`src/design/hdc_pkg.sv`:
```
package hdc_pkg;

    // Control word that travels down the pipeline next to each data word.
    typedef struct packed {
        logic valid;
    } pipe_tag_t;

endpackage

```
`src/design/hdc_sqrt.sv`:
```
module hdc_sqrt
    import hdc_pkg::*;
#(
    parameter int NW = 66
)
(
    input  logic              clk,
    input  logic              rst_n,
    input  pipe_tag_t         in_tag,
    input  logic [NW-1:0]     in_value,
    output pipe_tag_t         out_tag,
    output logic [NW/2:0]     out_root
);

    localparam int QW = NW / 2;
    localparam int RW = QW + 2;

    logic [RW-1:0] rem_reg  [QW];
    logic [QW-1:0] root_reg [QW];
    logic [NW-1:0] num_reg  [QW];
    pipe_tag_t     tag_reg  [QW];

    logic [RW-1:0] rem_next  [QW];
    logic [QW-1:0] root_next [QW];
    logic [NW-1:0] num_next  [QW];

    logic [RW-1:0] rem_w  [QW+1];
    logic [QW-1:0] root_w [QW+1];
    logic [NW-1:0] num_w  [QW+1];
    pipe_tag_t     tag_w  [QW+1];

    pipe_tag_t     out_tag_reg;
    logic [QW:0]   out_root_reg;

    // Stage inputs: the ports feed the first stage, each register the next.
    assign rem_w[0]  = '0;
    assign root_w[0] = '0;
    assign num_w[0]  = in_value;
    assign tag_w[0]  = in_tag;

    // One root bit per stage, restoring digit recurrence.
    for (genvar s = 0; s < QW; s++) begin : g_stage
        logic [RW-1:0] rem_sh;
        logic [RW-1:0] trial;
        logic          ge;

        assign rem_sh       = {rem_w[s][QW-1:0], num_w[s][NW-1 -: 2]};
        assign trial        = {root_w[s], 2'b01};
        assign ge           = (rem_sh >= trial);
        assign rem_next[s]  = ge ? (rem_sh - trial) : rem_sh;
        assign root_next[s] = {root_w[s][QW-2:0], ge};
        assign num_next[s]  = {num_w[s][NW-3:0], 2'b00};

        always_ff @(posedge clk or negedge rst_n)
        begin
            if (!rst_n)
            begin
                tag_reg[s] <= '0;
            end
            else
            begin
                tag_reg[s] <= tag_w[s];
            end
        end

        always_ff @(posedge clk)
        begin
            rem_reg[s]  <= rem_next[s];
            root_reg[s] <= root_next[s];
            num_reg[s]  <= num_next[s];
        end

        assign rem_w[s+1]  = rem_reg[s];
        assign root_w[s+1] = root_reg[s];
        assign num_w[s+1]  = num_reg[s];
        assign tag_w[s+1]  = tag_reg[s];
    end

    // Round to nearest: a remainder above the floor root rounds up.
    always_ff @(posedge clk or negedge rst_n)
    begin
        if (!rst_n)
        begin
            out_tag_reg <= '0;
        end
        else
        begin
            out_tag_reg <= tag_w[QW];
        end
    end

    always_ff @(posedge clk)
    begin
        if (rem_w[QW] > {2'b00, root_w[QW]})
        begin
            out_root_reg <= {1'b0, root_w[QW]} + {{QW{1'b0}}, 1'b1};
        end
        else
        begin
            out_root_reg <= {1'b0, root_w[QW]};
        end
    end

    assign out_tag  = out_tag_reg;
    assign out_root = out_root_reg;

endmodule

```
`config.mk`:
```
export PLATFORM = sky130hd
export DESIGN_NAME = hdc_sqrt
export DESIGN_NICKNAME = d
export VERILOG_FILES = /design/src/design/hdc_pkg.sv /design/src/design/hdc_sqrt.sv
export SDC_FILE = /design/constraint.sdc
export NUM_CORES = 2
export LEC_CHECK = 0
export ABC_CLOCK_PERIOD_IN_PS = 7180
export BUFFER_PORTS_ARGS = -buffer_cell sky130_fd_sc_hd__buf_2
export CORE_MARGIN = 2
export CORE_UTILIZATION = 55
export CTS_CLUSTER_DIAMETER = 30
export CTS_CLUSTER_SIZE = 20
export DETAILED_ROUTE_END_ITERATION = 10
export PLACE_DENSITY_LB_ADDON = 0.3
export SYNTH_ARGS = -nofsm -noshare
export SYNTH_HDL_FRONTEND = slang
export SYNTH_MEMORY_MAX_BITS = 65536
export SYNTH_SLANG_ARGS = --single-unit
```
`constraint.sdc`:
```
create_clock -name clk -period 7.18 [get_ports clk]
set_input_delay 0.359 -clock clk [delete_from_list [all_inputs] [get_ports clk]]
set_output_delay 0.359 -clock clk [all_outputs]
set_load 0.005 [all_outputs]
```
# Word-level counts from Yosys, hierarchy flattened
# Memories as Yosys holds them, arrays and structs flattened.
# Index checks and enable logic that the tools add are counted.
word_totals:
  output_inout_bits: 35
  in_bits: 69
  ff_bits: 68
  n_memories: 3
  ram_bits: 4356
  wordCells: 141
mem_list:
  columns: ["name", "words", "word_bits", "rd", "rd_clocked_by_memory_dff", "wr", "line", "source"]
  rows:
  - ["num_reg", 33, 64, 32, 0, 33, "hdc_sqrt.sv:20", "logic [NW-1:0] num_reg [QW];"]
  - ["rem_reg", 33, 35, 33, 0, 33, "hdc_sqrt.sv:18", "logic [RW-1:0] rem_reg [QW];"]
  - ["root_reg", 33, 33, 33, 0, 33, "hdc_sqrt.sv:19", "logic [QW-1:0] root_reg [QW];"]
op_classes:
  n_addsub: 34
  muxes: 34
  order_cmp: 34
ops:
  columns: ["op", "count"]
  rows:
  - ["35-bit 2-to-1 mux", 33]
  - ["35-bit greater-or-equal comparator", 32]
  - ["35-bit subtractor", 32]
  - ["35-bit by 33-bit > comparator with 1-bit output", 1]
  - ["33-bit by 1-bit adder with 34-bit output, second input constant", 1]
  - ["33-bit 2-to-1 mux", 1]
  - ["2-bit by 1-bit subtractor with 3-bit output, second input constant", 1]
  - ["2-bit by 1-bit greater-or-equal comparator with 1-bit output, second input constant", 1]

# Longest topological paths before layout
# An unclocked memory read counts as a cell.
depth:
  depth_word: 3
  ltp_mapped: 15

# Least setup slack after synthesis
# OpenSTA, ideal clock, no wires.
synth_timing:
  path_kind: "register -> register"
  start: "memory rem_reg[4][10] (netlist name)"
  end: "memory rem_reg[5][28] (netlist name)"
  synth_period_minus_slack_ps: 3445
  setup_slack_ps: 3735
  arrival_ps: 3374
  required_time_ps: 7108
  path_stages_with_launch: 12
  path_buffers: 1
  path_cell_list: "dfxtp_1 or4_4 or3_4 or4_1 buf_2 o2111ai_2 nor3_2 a31o_1 or3_4 or4_4 nor3_2 xor2_1"
synth_rtl:
  columns: ["element", "line"]
  rows:
  - ["from (decl)", "hdc_sqrt.sv:18"]

==> impl_metrics.json <==
{
  "setup_violations": 0,
  "place.gp.congestion": 0.929,
  "switching_share_pct": 28.5,
  "async_flop_share_pct": 1.25,
  "postLayoutCoreUtil_pct": 66.5,
  "avgRoutedWirePerCell_microns": 17.0,
  "synth_commonest_cells": "dfxtp_1 (2693), inv_1 (811), nand2_1 (737), ha_1 (631), o21ai_0 (580)",
  "p_total_mw": 49.2,
  "finalCriticalPeriod_ns": 4.59,
  "hold_violations": 0,
  "coreArea_sq_um": 181000,
  "timing.rr.start": "root_reg[25][1]",
  "cts_resized": 0,
  "ys_seq_area_share_pct": 54.8,
  "die-area_sq_um": 185000,
  "start_util_pct": 55.3,
  "p_clk_share_pct": 44.4,
  "vdd_drop_max_v": 0.000278,
  "grt_pass1_vias": 69500,
  "stdcell_count": 13100,
  "crit_type": "reg2reg",
  "fin_nets": 11100,
  "post-cts-setup-buffers": 0,
  "finalInstanceArea_sq_um": 120000,
  "grt_setup_unrepaired": "false",
  "grt_max_degree": 62,
  "synth-edff-count": 0,
  "arrival_ns": 5.45,
  "numCtsBuffers": 453,
  "min_path_cells": 2,
  "synth_warnings": 0,
  "insertion_delay_ns": 0.98,
  "placed_area_sq_um": 103000,
  "yosysTopAreaCell": "dfxtp_1",
  "start_kind": "flop",
  "cts.clk_slew.worst_paths_ns": 0.06,
  "via_per_inst": 5.30,
  "ant_nets": 0,
  "rrSetupSlack_ns": 2.59,
  "yosys_most_used_dff": "dfxtp_1",
  "antenna_found_initial": 2,
  "power_frac_comb_pct": 15.2,
  "intPower_mw": 35.2,
  "hp-class": "in2reg",
  "end_kind": "flop",
  "ys_types": 84,
  "tightest_slew_ns": 1.29,
  "hold_buffers": 119,
  "synth_most_common_cell": "dfxtp_1",
  "holdPathEnd": "num_reg[0][55]",
  "gr-total-overflow": 0,
  "synth_cells": 9853,
  "dr.pass1.iters": 8,
  "route.detailed.drc": 0,
  "first_iter_violations": 4188,
  "power_density_nw_per_um2": 410,
  "io_pins": 104,
  "r2r_cells": 13,
  "yosysTopAreaCellShare_pct": 53.9,
  "timing.rr.end": "rem_reg[26][20]",
  "largest_reg_flops": 1056,
  "place_hpwl_mm": 162,
  "hold_ws_ns": 0.0595,
  "synthesis.nets": 10600,
  "drive_gt1_share_pct": 10.4,
  "fin_setup_tns_ns": 0,
  "clock_sinks": 2727,
  "pwr-share-seq_pct": 40.4,
  "ctsHtreeMaxLevel": 5,
  "pre_cts_slack_ns": 2.51,
  "cp_max_fo": 31,
  "synthToLayoutAreaGrowth_pct": 20.2,
  "cap_violations": 0,
  "clock-root-buffer": "clkbuf_16",
  "leakage_nw": 57.0,
  "nFillCells": 13900,
  "syn_area_per_cell_sq_um": 10.1,
  "clk_path_buf_depth": 4,
  "post-route-period-util_pct": 63.9,
  "synth.area.top_cells": "dfxtp_1 (54%), ha_1 (7.9%), xnor2_1 (4.0%)",
  "portBuffers": 103,
  "ys_ff_latch": 2727,
  "dp_cells": 12200,
  "drt-total-wl_mm": 223,
  "cts_tree": "yes",
  "rows": 156,
  "synth_area_sq_um": 99900,
  "finClkSkew_ns": 0.0712,
  "grt_usage_pct": 23.6,
  "slew_violations": 0,
  "p_switching_mw": 14.0,
  "via_count": 69500,
  "die_w_microns": 430,
  "max-slew-margin-rel_pct": 13.6,
  "status": "complete, no violations",
  "worst_ep_required_time_ns": 8.04,
  "timing.fmax_mhz": 218,
  "fp.dieH_microns": 430,
  "fin_ws_ns": 2.59,
  "min-delay-start": "in_value[55]",
  "grt_pass1_wl_mm": 357
}
## cell type report
cell class	instances	area [sq um]	share of cell area, %
repair buffers	241	1870	1.56
multi-input cells	6131	41600	34.6
well taps	2370	2970	2.47
clock buffers	520	12100	10.1
diodes	1	2.50	0.00208
flip-flops and latches	2727	54800	45.6
inverters	812	3050	2.54
clock inverters	308	3810	3.17
## cells by family (layout without fill, tap and decap cells)
logic type      after synthesis  count (layout)  synth area share (%)
buf+inv                     995            1881                  3.74
other cells                   1               2               0.00375
mux                         107             107                  1.19
xor+xnor                    902             902                  7.90
compound gates             1957            1957                  12.1
flops                      2727            2727                  54.8
fa+ha+maj                   631             631                  7.90
simple gates               2533            2533                  12.4
## metal layers
metal	up-vias	share of wire, %	track usage, %	wire [microns]
li1	34800	-	-	-
met1	32400	42	28.4	94800
met2	1729	49	41.7	110000
met3	525	4.2	3.49	9340
met4	0	3.9	10.4	8610
met5	-	0	0	0
## how the worst max path moves through the flow
stage                    start              end  slack (ns)  cells after the start
2_1_floorplan   rem_reg[4][10]   rem_reg[5][28]        3.73                     11
3_3_place_gp   root_reg[25][1]  rem_reg[26][20]        2.52                     13
3_5_place_dp   root_reg[25][1]  rem_reg[26][20]        2.51                     13
4_1_cts        root_reg[25][1]  rem_reg[26][20]        2.55                     13
5_1_grt        root_reg[25][1]   rem_reg[26][3]        2.09                     14
6_report       root_reg[25][1]  rem_reg[26][20]        2.59                     13
## power groups by stage
| stage | sequential, mW | combinational [mW] | clock (mW) |
|---|---|---|---|
| final | 19.9 | 7.50 | 21.8 |
| after global routing | 20.1 | 8.35 | 23.0 |
| after CTS | 19.9 | 7.47 | 22.2 |
| after detailed placement | 20.1 | 7.33 | 0 |
| after global placement | 20.1 | 7.19 | 0 |
| after floorplan | 19.2 | 5.75 | 0 |
## cells in the final DEF, fill, tap and decap left out, types with 65 or more instances in the layout
master,count
nand3_1,174
or4_1,68
clkbuf_16,458
inv_1,811
o21ai_0,580
inv_6,81
buf_2,103
dlygate4sd3_1,119
o21bai_1,65
nor4_1,122
nor2b_1,91
nand2_1,737
nand2b_1,129
xnor2_1,460
mux2_2,98
xor2_1,442
a21o_1,255
o21a_1,101
ha_1,631
dfxtp_1,2693
nand4_1,102
or3_1,101
nor2_1,559
a21oi_1,567
nor3_1,212
## critical path, cell delays in order, from the launching register on
cell	delay (ns)
dfxtp_1	0.35
inv_1	0.05
ha_1	0.36
a21oi_1	0.20
nand2_1	0.10
a221oi_1	0.47
a211oi_1	0.16
buf_4	0.18
a31oi_1	0.38
a211oi_1	0.23
nand2b_1	0.12
and2_1	0.73
inv_1	0.71
mux2_2	0.47
No activity file was read; power rests on OpenSTA's default activity.
